<file path="src/sv/bfb_pkg.sv">
// Package for the byte frame builder: beat types, byte kind and status codes.
// Used by byte_frame_builder; depends on nothing else.
`default_nettype none

package bfb_pkg;

	localparam int unsigned ByteW = 8;
	localparam int unsigned LenW  = 16;
	localparam int unsigned MaxBeats = 4;
	localparam int unsigned BeatIdxW = 2;

	typedef enum logic {
		OP_START   = 1'b0,
		OP_PAYLOAD = 1'b1
	} op_t;

	typedef enum logic [2:0] {
		KIND_ID       = 3'd0,
		KIND_LEN_LO   = 3'd1,
		KIND_LEN_HI   = 3'd2,
		KIND_PAYLOAD  = 3'd3,
		KIND_CHECKSUM = 3'd4,
		KIND_NONE     = 3'd5
	} byte_kind_t;

	typedef enum logic [1:0] {
		ST_OK       = 2'd0,
		ST_BUSY     = 2'd1,
		ST_NO_FRAME = 2'd2
	} status_t;

	typedef struct packed {
		op_t               operation;
		logic [LenW-1:0]   frame_length;
		logic [ByteW-1:0]  payload_byte;
	} in_item_t;

	typedef struct packed {
		logic [ByteW-1:0]  out_byte;
		byte_kind_t        byte_kind;
		status_t           status;
		logic              frame_done;
		logic              last;
	} out_item_t;

endpackage

`default_nettype wire

</file>
<file path="src/sv/byte_frame_builder.sv">
// Byte frame builder: length-prefixed frames with an 8-bit additive checksum.
// The first result beat passes through the burst stage, then the output register.
// Result beats leave one per cycle while result_ready allows; an item holds the burst stage
// until all of its results have moved on (payload 1 or 2, start 3 or 4, refusal 1).
// Reset (arst_n low, asynchronous): no frame open, sum and count cleared,
// frame_id 0, both pipeline stages empty; depends on bfb_pkg.
`default_nettype none

module byte_frame_builder (
	input  wire logic               clk,
	input  wire logic               arst_n,
	// item channel
	input  wire logic               item_valid,
	output logic                    item_ready,
	input  wire bfb_pkg::in_item_t  item,
	// result channel
	output logic                    result_valid,
	input  wire logic               result_ready,
	output bfb_pkg::out_item_t      result,
	// frame_id register write
	input  wire logic               cfg_valid,
	output logic                    cfg_ready,
	input  wire logic [7:0]         cfg_data
);

	// Architectural state of the frame
	logic [bfb_pkg::ByteW-1:0]    frame_id_q;
	logic                         frame_open_q;
	logic [bfb_pkg::LenW-1:0]     bytes_left_q;
	logic [bfb_pkg::ByteW-1:0]    running_sum_q;

	// Burst stage: all result beats of the current item, read out one a cycle as load_out allows
	bfb_pkg::out_item_t           beats_s1 [bfb_pkg::MaxBeats];
	logic [bfb_pkg::BeatIdxW-1:0] last_idx_s1;
	logic [bfb_pkg::BeatIdxW-1:0] idx_s1;
	logic                         valid_s1;

	// Output register
	bfb_pkg::out_item_t           result_q;
	logic                         result_valid_q;

	// Next-state and burst contents for the item at the input
	bfb_pkg::out_item_t           beats_d [bfb_pkg::MaxBeats];
	logic [bfb_pkg::BeatIdxW-1:0] last_idx_d;
	logic                         frame_open_d;
	logic [bfb_pkg::LenW-1:0]     bytes_left_d;
	logic [bfb_pkg::ByteW-1:0]    running_sum_d;
	logic [bfb_pkg::ByteW-1:0]    sum_new;
	logic                         final_payload;

	logic item_take;
	logic load_out;
	logic beat_final;

	assign cfg_ready = 1'b1;

	// Output register advances when empty or when its beat is taken
	assign load_out   = !result_valid_q || result_ready;
	assign beat_final = (idx_s1 == last_idx_s1);
	// Burst stage frees as its final beat moves to the output register
	assign item_ready = !valid_s1 || (load_out && beat_final);
	assign item_take  = item_valid && item_ready;

	assign result_valid = result_valid_q;
	assign result       = result_q;

	assign sum_new       = running_sum_q + item.payload_byte;
	// bytes_left is never zero while a frame is open
	assign final_payload = (bytes_left_q == bfb_pkg::LenW'(1));

	always_comb begin
		for (int i = 0; i < bfb_pkg::MaxBeats; i++) begin
			beats_d[i] = '{
				out_byte:   '0,
				byte_kind:  bfb_pkg::KIND_NONE,
				status:     bfb_pkg::ST_OK,
				frame_done: 1'b0,
				last:       1'b0
			};
		end
		last_idx_d    = '0;
		frame_open_d  = frame_open_q;
		bytes_left_d  = bytes_left_q;
		running_sum_d = running_sum_q;

		case (item.operation)
			bfb_pkg::OP_START: begin
				if (frame_open_q) begin
					beats_d[0].status = bfb_pkg::ST_BUSY;
					beats_d[0].last   = 1'b1;
				end else begin
					running_sum_d = '0;
					bytes_left_d  = item.frame_length;
					beats_d[0].out_byte  = frame_id_q;
					beats_d[0].byte_kind = bfb_pkg::KIND_ID;
					beats_d[1].out_byte  = item.frame_length[7:0];
					beats_d[1].byte_kind = bfb_pkg::KIND_LEN_LO;
					beats_d[2].out_byte  = item.frame_length[15:8];
					beats_d[2].byte_kind = bfb_pkg::KIND_LEN_HI;
					if (item.frame_length == '0) begin
						// empty frame: header then a zero checksum, stays closed
						beats_d[3].byte_kind  = bfb_pkg::KIND_CHECKSUM;
						beats_d[3].frame_done = 1'b1;
						beats_d[3].last       = 1'b1;
						last_idx_d            = bfb_pkg::BeatIdxW'(3);
						frame_open_d          = 1'b0;
					end else begin
						beats_d[2].last = 1'b1;
						last_idx_d      = bfb_pkg::BeatIdxW'(2);
						frame_open_d    = 1'b1;
					end
				end
			end
			bfb_pkg::OP_PAYLOAD: begin
				if (!frame_open_q) begin
					beats_d[0].status = bfb_pkg::ST_NO_FRAME;
					beats_d[0].last   = 1'b1;
				end else begin
					bytes_left_d         = bytes_left_q - bfb_pkg::LenW'(1);
					running_sum_d        = sum_new;
					beats_d[0].out_byte  = item.payload_byte;
					beats_d[0].byte_kind = bfb_pkg::KIND_PAYLOAD;
					if (final_payload) begin
						beats_d[1].out_byte   = sum_new;
						beats_d[1].byte_kind  = bfb_pkg::KIND_CHECKSUM;
						beats_d[1].frame_done = 1'b1;
						beats_d[1].last       = 1'b1;
						last_idx_d            = bfb_pkg::BeatIdxW'(1);
						frame_open_d          = 1'b0;
						running_sum_d         = '0;
					end else begin
						beats_d[0].last = 1'b1;
					end
				end
			end
			default: begin
				beats_d[0].last = 1'b1;
			end
		endcase
	end

	// Register file and frame state
	always_ff @(posedge clk or negedge arst_n) begin
		if (!arst_n) begin
			frame_id_q    <= '0;
			frame_open_q  <= 1'b0;
			bytes_left_q  <= '0;
			running_sum_q <= '0;
		end else begin
			if (cfg_valid && cfg_ready) begin
				frame_id_q <= cfg_data;
			end
			if (item_take) begin
				frame_open_q  <= frame_open_d;
				bytes_left_q  <= bytes_left_d;
				running_sum_q <= running_sum_d;
			end
		end
	end

	// Burst stage control
	always_ff @(posedge clk or negedge arst_n) begin
		if (!arst_n) begin
			valid_s1 <= 1'b0;
			idx_s1   <= '0;
		end else begin
			if (item_take) begin
				valid_s1 <= 1'b1;
				idx_s1   <= '0;
			end else if (valid_s1 && load_out) begin
				if (beat_final) begin
					valid_s1 <= 1'b0;
					idx_s1   <= '0;
				end else begin
					idx_s1 <= idx_s1 + bfb_pkg::BeatIdxW'(1);
				end
			end
		end
	end

	// Burst payload, no reset needed
	always_ff @(posedge clk) begin
		if (item_take) begin
			beats_s1    <= beats_d;
			last_idx_s1 <= last_idx_d;
		end
	end

	// Output register
	always_ff @(posedge clk or negedge arst_n) begin
		if (!arst_n) begin
			result_valid_q <= 1'b0;
		end else if (load_out) begin
			result_valid_q <= valid_s1;
		end
	end

	always_ff @(posedge clk) begin
		if (load_out && valid_s1) begin
			result_q <= beats_s1[idx_s1];
		end
	end

	// Checks
	a_done_is_checksum: assert property (@(posedge clk) disable iff (!arst_n)
		result_valid_q && result_q.frame_done |->
			result_q.byte_kind == bfb_pkg::KIND_CHECKSUM && result_q.last)
		else $error("frame_done on a beat that is not a closing checksum");

	a_refusal_form: assert property (@(posedge clk) disable iff (!arst_n)
		result_valid_q && result_q.status != bfb_pkg::ST_OK |->
			result_q.byte_kind == bfb_pkg::KIND_NONE && result_q.last)
		else $error("refusal beat carries a byte or is not last");

	a_idx_in_burst: assert property (@(posedge clk) disable iff (!arst_n)
		valid_s1 |-> idx_s1 <= last_idx_s1)
		else $error("burst index ran past the final beat");

	a_closed_count_zero: assert property (@(posedge clk) disable iff (!arst_n)
		!frame_open_q |-> bytes_left_q == '0)
		else $error("bytes remain with no frame open");

	a_open_count_nonzero: assert property (@(posedge clk) disable iff (!arst_n)
		frame_open_q |-> bytes_left_q != '0)
		else $error("frame open with nothing left to send");

endmodule

`default_nettype wire
</file>
<file path="config.mk">
export PLATFORM = sky130hd
export DESIGN_NAME = byte_frame_builder
export DESIGN_NICKNAME = d
export VERILOG_FILES = /design/src/sv/bfb_pkg.sv /design/src/sv/byte_frame_builder.sv
export SDC_FILE = /design/constraint.sdc
export NUM_CORES = 1
export LEC_CHECK = 0
export CAP_MARGIN = 30
export CELL_PAD_IN_SITES_DETAIL_PLACEMENT = 1
export CELL_PAD_IN_SITES_GLOBAL_PLACEMENT = 1
export CORE_UTILIZATION = 55
export DETAILED_ROUTE_END_ITERATION = 10
export DONT_BUFFER_PORTS = 1
export GPL_TIMING_DRIVEN = 0
export HOLD_SLACK_MARGIN = 0.02
export PLACE_DENSITY = 0.88
export RECOVER_POWER = 25
export SLEW_MARGIN = 20
export SYNTH_ARGS = -nofsm -noshare
export SYNTH_HDL_FRONTEND = slang
export SYNTH_SLANG_ARGS = --single-unit
</file>
<file path="constraint.sdc">
create_clock -name clk -period 4.7 [get_ports clk]
set_input_delay 0.705 -clock clk [delete_from_list [all_inputs] [get_ports clk]]
set_output_delay 0.705 -clock clk [all_outputs]
set_load 0.005 [all_outputs]
</file>
# ---- Word level (Yosys, flattened, before mapping)
# Cells that the tools add are included.
dict set report classes {
  add_sub_neg 3
  n_lt_le_gt_ge 1
  n_eq_ne 4
  n_mux 41
  bitwise_logic 2
  reduce_logical 14
}
# cell count
set op_table {}
lappend op_table {{2-to-1 mux 11 bit} 5}
lappend op_table {{2-to-1 mux 16 bit} 2}
lappend op_table {{case mux 16 bit (2 select lines)} 1}
lappend op_table {{binary-select mux 15 bit (select 2 bit)} 1}
lappend op_table {{2-to-1 mux 15 bit} 2}
lappend op_table {{case mux 13 bit (2 select lines)} 1}
lappend op_table {{2-to-1 mux 8 bit} 3}
lappend op_table {{case mux 12 bit (2 select lines)} 1}
lappend op_table {{equality test 16 x 1 -> 1 bit, second input constant} 1}
lappend op_table {{logical NOT 16 bit} 1}
lappend op_table {{case mux 8 bit (2 select lines)} 1}
lappend op_table {{subtractor 16 x 1 -> 16 bit, second input constant} 1}
lappend op_table {{2-to-1 mux 1 bit} 14}
lappend op_table {{2-to-1 mux 2 bit} 7}
lappend op_table {{adder 8 bit} 1}
lappend op_table {{case mux 2 bit (2 select lines)} 1}
lappend op_table {{AND reduction 2 bit} 2}
lappend op_table {{nonzero test 2 bit} 2}
lappend op_table {{greater-or-equal comparator 3 bit, second input constant} 1}
lappend op_table {{logical AND 1 bit} 3}
lappend op_table {{2-to-1 mux 3 bit} 1}
lappend op_table {{NOT 2 -> 3 bit} 1}
lappend op_table {{AND reduction 3 bit} 1}
lappend op_table {{adder 2 x 1 -> 2 bit, second input constant} 1}
lappend op_table {{other kinds (8)} 10}
dict set report totals {
  register_bits 98
  output_inout_bits 18
  wordCells 92
}

# ---- Longest topological paths before layout
dict set report depth {
  word_depth 7
  mapped_depth 9
  mapped_depth_nobuf 7
}

# ---- Least setup slack after synthesis
# Ideal clock, no wire load.
dict set report synth_timing {
  path_kind {input -> register}
  from {in result_ready}
  to {reg frame_open_q}
  t_arrival_ps 2500
  required_time_ps 4596
  path_slack_ps 2095
  stages 5
  cell_sequence {nor2b_1 -> o31ai_1 -> and2_1 -> a21oi_1 -> a311oi_1}
}
dict set report synth_via {
  elab_chain_cells 4
}
# element line
set synth_lines {}
lappend synth_lines {{start: declaration} byte_frame_builder.sv:18} ;# input wire logic result_ready,
lappend synth_lines {{logical OR 1 bit} byte_frame_builder.sv:58} ;# assign load_out = !result_valid_q || result_ready;
lappend synth_lines {{logical AND 1 bit} byte_frame_builder.sv:61} ;# assign item_ready = !valid_s1 || (load_out && beat_final);
lappend synth_lines {{logical OR 1 bit} byte_frame_builder.sv:61}
lappend synth_lines {{named net item_ready} byte_frame_builder.sv:14} ;# output logic item_ready,
lappend synth_lines {{logical AND 1 bit} byte_frame_builder.sv:62} ;# assign item_take = item_valid && item_ready;
lappend synth_lines {{named net item_take} byte_frame_builder.sv:51} ;# logic item_take;
lappend synth_lines {{end signal: assignment} byte_frame_builder.sv:154} ;# frame_open_q <= frame_open_d;
lappend synth_lines {{end: declaration} byte_frame_builder.sv:28} ;# logic frame_open_q;
# The timed path passes the listed nets, and every way through them passes these cells.
# A chain may end at the register's enable or synchronous reset.

# ---- Worst setup path in the final report
dict set report layout_timing {
  from {in item[24] (netlist name)}
  to {reg bytes_left_q[3] (netlist name)}
}
dict set report layout_via {
  elab_chain_cells 3
  word_cells_on_any_way 5
  cone_classes {2 x eq/ne; 1 x mux; 1 x bitwise; 1 x reduce/logical}
}
# element line
set layout_lines {}
lappend layout_lines {{start: declaration} byte_frame_builder.sv:15} ;# input wire bfb_pkg::in_item_t item,
lappend layout_lines {{NOT 1 bit} --}
lappend layout_lines {{!= test 2 bit (no line)} --}
lappend layout_lines {{AND reduction 3 bit (no line)} --}
lappend layout_lines {{end signal: assignment} byte_frame_builder.sv:155} ;# bytes_left_q <= bytes_left_d;
lappend layout_lines {{end: declaration} byte_frame_builder.sv:29} ;# logic [bfb_pkg::LenW-1:0] bytes_left_q;
# Parallel ways exist; a longest one is shown, timed or not.

==> results.json <==
{
  "worst_pin_slew_ns": 1.627,
  "final.period_utilization": 0.6205,
  "fillers": 817,
  "power.share.combinational": 0.383,
  "finalPower_mw": 2.872,
  "yosysMostFrequentCell": "edfxtp_1",
  "worstSkewPairLatency_ns": 0.36,
  "num_io_pins": 56,
  "path_class": "in -> reg",
  "p_sw_frac": 0.3954,
  "drt_drc_violations_left": 0,
  "dp_cells": 486,
  "ys_ff_latch": 89,
  "synth.top_cell.area_share": 0.3511,
  "cts_resized": 0,
  "viasPerCell": 6.506,
  "vias": 3279,
  "switchingPower_mw": 1.136,
  "hold_slack_ns": 0.03103,
  "ys_warn_count": 0,
  "hold_viol": 0,
  "ctsRootBufferMaster": "clkbuf_8",
  "drtAntennaViolNets": 0,
  "hold_class": "in -> async",
  "crit_required_ns": 4.93,
  "grt_first_pass_wirelength_microns": 19130,
  "synthTopCellsByArea": "edfxtp_1 35%, dfrtp_1 21%, o21ai_0 3.6%, a22o_1 3.2%, ha_1 3.1%",
  "rr_endpoint": "bytes_left_q[3]",
  "port_buffers": 0,
  "synth_common_cells": "52 x edfxtp_1, 37 x dfrtp_1, 32 x o21ai_0, 27 x nand2_1, 22 x nor2_1",
  "syn2layout_area_growth_pct": 7.679,
  "drt_iter0_drc": 249,
  "globalplace.congestion": 0.8688,
  "fin_nets": 447,
  "synth_nets": 433,
  "die_w_microns": 91.93,
  "synth.avg_cell_area_sq_um": 11.61,
  "crit_fanout": 10,
  "power.internal_mw": 1.737,
  "core_area_sq_um": 7767,
  "p_clk_frac": 0.170,
  "synth_edf_count": 52,
  "cts_buffers": 9,
  "syn_inst": 383,
  "final_max_slew_viol_count": 28,
  "wirelength_microns": 12360,
  "violations": "capacitance limit, slew limit",
  "regToRegSetupSlack_ns": 1.90,
  "slew_headroom": -0.08498,
  "overflow": 0,
  "fmax_mhz": 342.9,
  "clk_pin_slew_worst_paths_ns": 0.10,
  "synth.yosys.seq_area_share": 0.5592,
  "drive_gt1_frac": 0.1070,
  "rows": 32,
  "seqPwrFrac": 0.447,
  "clock_skew_ns": 0.01510,
  "leakage_nw": 1.830,
  "setup_viol": 0,
  "cp-start-kind": "primary input",
  "end_kind": "flip-flop",
  "max_cap_viol_count": 1,
  "rsz0062_at_grt": "false",
  "initial_core_util": 0.5726,
  "grtUsageTotal": 0.3067,
  "grt_pass1_vias": 3440,
  "dpl_cell_area_sq_um": 4604,
  "dr.pass1.iters": 4,
  "reg2reg_depth": 9,
  "layout_min_cycle_time_ns": 2.916,
  "rr_startpoint": "frame_open_q",
  "cts_tree": "yes",
  "grt_max_degree": 28,
  "antenna_found_initial": 0,
  "async_flop_share": 0.4157,
  "post_cts_buffers": 0,
  "final_cells": 504,
  "fp.dieH_microns": 91.93,
  "clkSinkCount": 89,
  "critPathArrivalTime_ns": 3.15,
  "syn_area_sq_um": 4448,
  "die_area_sq_um": 8451,
  "yosysUniqueCellTypes": 58,
  "dp_hpwl_microns": 9254,
  "cts.path.max_buffers": 2,
  "yosys.area.top_type": "edfxtp_1",
  "timing.setup.tns_ns": 0,
  "peakVddDrop_mv": 0.3116,
  "avgRoutedWirePerCell_microns": 24.53,
  "num_antenna_cells": 0,
  "powerDensity_nw_per_um2": 599.7,
  "synthFlopType": "edfxtp_1",
  "htreeDepth": 3,
  "status": "finished with violations",
  "final_cell_area_sq_um": 4790
}
## power groups by stage
stage / registers (mW) / logic [mW] / clock network (mW)
floorplan: 1.24 / 0.793 / 0
global placement: 1.28 / 0.968 / 0
detailed placement: 1.30 / 1.07 / 0
CTS: 1.28 / 1.09 / 0.485
global route: 1.31 / 1.19 / 0.503
finish: 1.28 / 1.10 / 0.487
## worst max-delay path, stage by stage
cell	delay (ns)
clkinv_1	0.23
ha_1	0.43
nor3b_1	0.34
a41o_1	0.17
clkbuf_1	0.44
clkbuf_1	0.47
nand3_1	0.15
o21ai_0	0.11
a21oi_1	0.09
## metal layers
metal  share of wire  GRT usage  vias up
met5               0          0        -
met4           0.024     0.1107        0
met3           0.052    0.05721       28
met2            0.52     0.5348      118
met1            0.41     0.3803     1664
li1                -          -     1469
## kinds of logic after synthesis
group / share of synthesized area
compound gates: 0.1601
fa+ha+maj: 0.03544
xor+xnor: 0.02279
flops: 0.5592
mux: 0.05204
simple gates: 0.1421
buf+inv: 0.02757
other cells: 0.0008431
## sequential cells by signal, indices dropped and copies added (netlist names)
register       flops
result            15
bytes_left_q      16
beats_s1          36
result_valid       1
frame_id_q         8
idx_s1             2
running_sum_q      8
last_idx_s1        1
valid_s1           1
frame_open_q       1
## through the flow
stage                       util  setup WS (ns)
final                     0.6166          1.784
after global routing      0.6166          1.638
after CTS                 0.6187          1.886
after detailed placement  0.5928          1.454
after global placement    0.5891          1.664
after floorplan                -          2.095
## worst max path at each step
stage                            start                to  slack, ns  cells past startpoint
after detailed placement      item[24]   bytes_left_q[3]       1.45                      9
after CTS                     item[24]   bytes_left_q[3]       1.89                      9
final                         item[24]   bytes_left_q[3]       1.78                      9
after global placement        item[24]   bytes_left_q[4]       1.66                      9
after floorplan           result_ready      frame_open_q       2.10                      5
after global routing          item[24]  bytes_left_q[11]       1.64                      9
## cell usage in the layout (no fill, tap or decap), types with 3 or more instances in the layout
master	n
nor3_1	3
xnor2_1	3
dfrtp_1	37
a21oi_1	19
o22ai_1	10
nand3_1	7
o221a_2	3
xor2_1	6
inv_1	11
and2_1	11
nor2b_1	5
clkbuf_1	13
mux2_2	9
nand2_1	27
a21o_1	4
nor3b_1	6
nand2b_1	4
nor2_1	22
clkbuf_8	9
a22o_1	16
or2_2	3
and3_1	4
nor4_1	6
nand4_1	3
clkinvlp_4	3
mux2i_1	13
ha_1	11
o31ai_1	4
a211oi_1	3
o211ai_1	4
o21ai_0	32
edfxtp_1	52
## layout make-up
type | count | area (sq um) | share of cell area
Buffer | 17 | 77.57 | 0.01620
Clock buffer | 10 | 127.6 | 0.02665
Clock inverter | 6 | 43.79 | 0.009143
Inverter | 12 | 45.04 | 0.009404
Multi-Input combinational cell | 265 | 1839 | 0.3840
Sequential cell | 89 | 2487 | 0.5193
Tap cell | 102 | 127.6 | 0.02665
Timing Repair Buffer | 3 | 41.29 | 0.008621
## repair_timing
item                       4_1_cts  5_1_grt
hold endpoints to repair        27        0
setup endpoints to repair        0        0
hold buffers                     2        0
(Power assumes the default switching activity.)
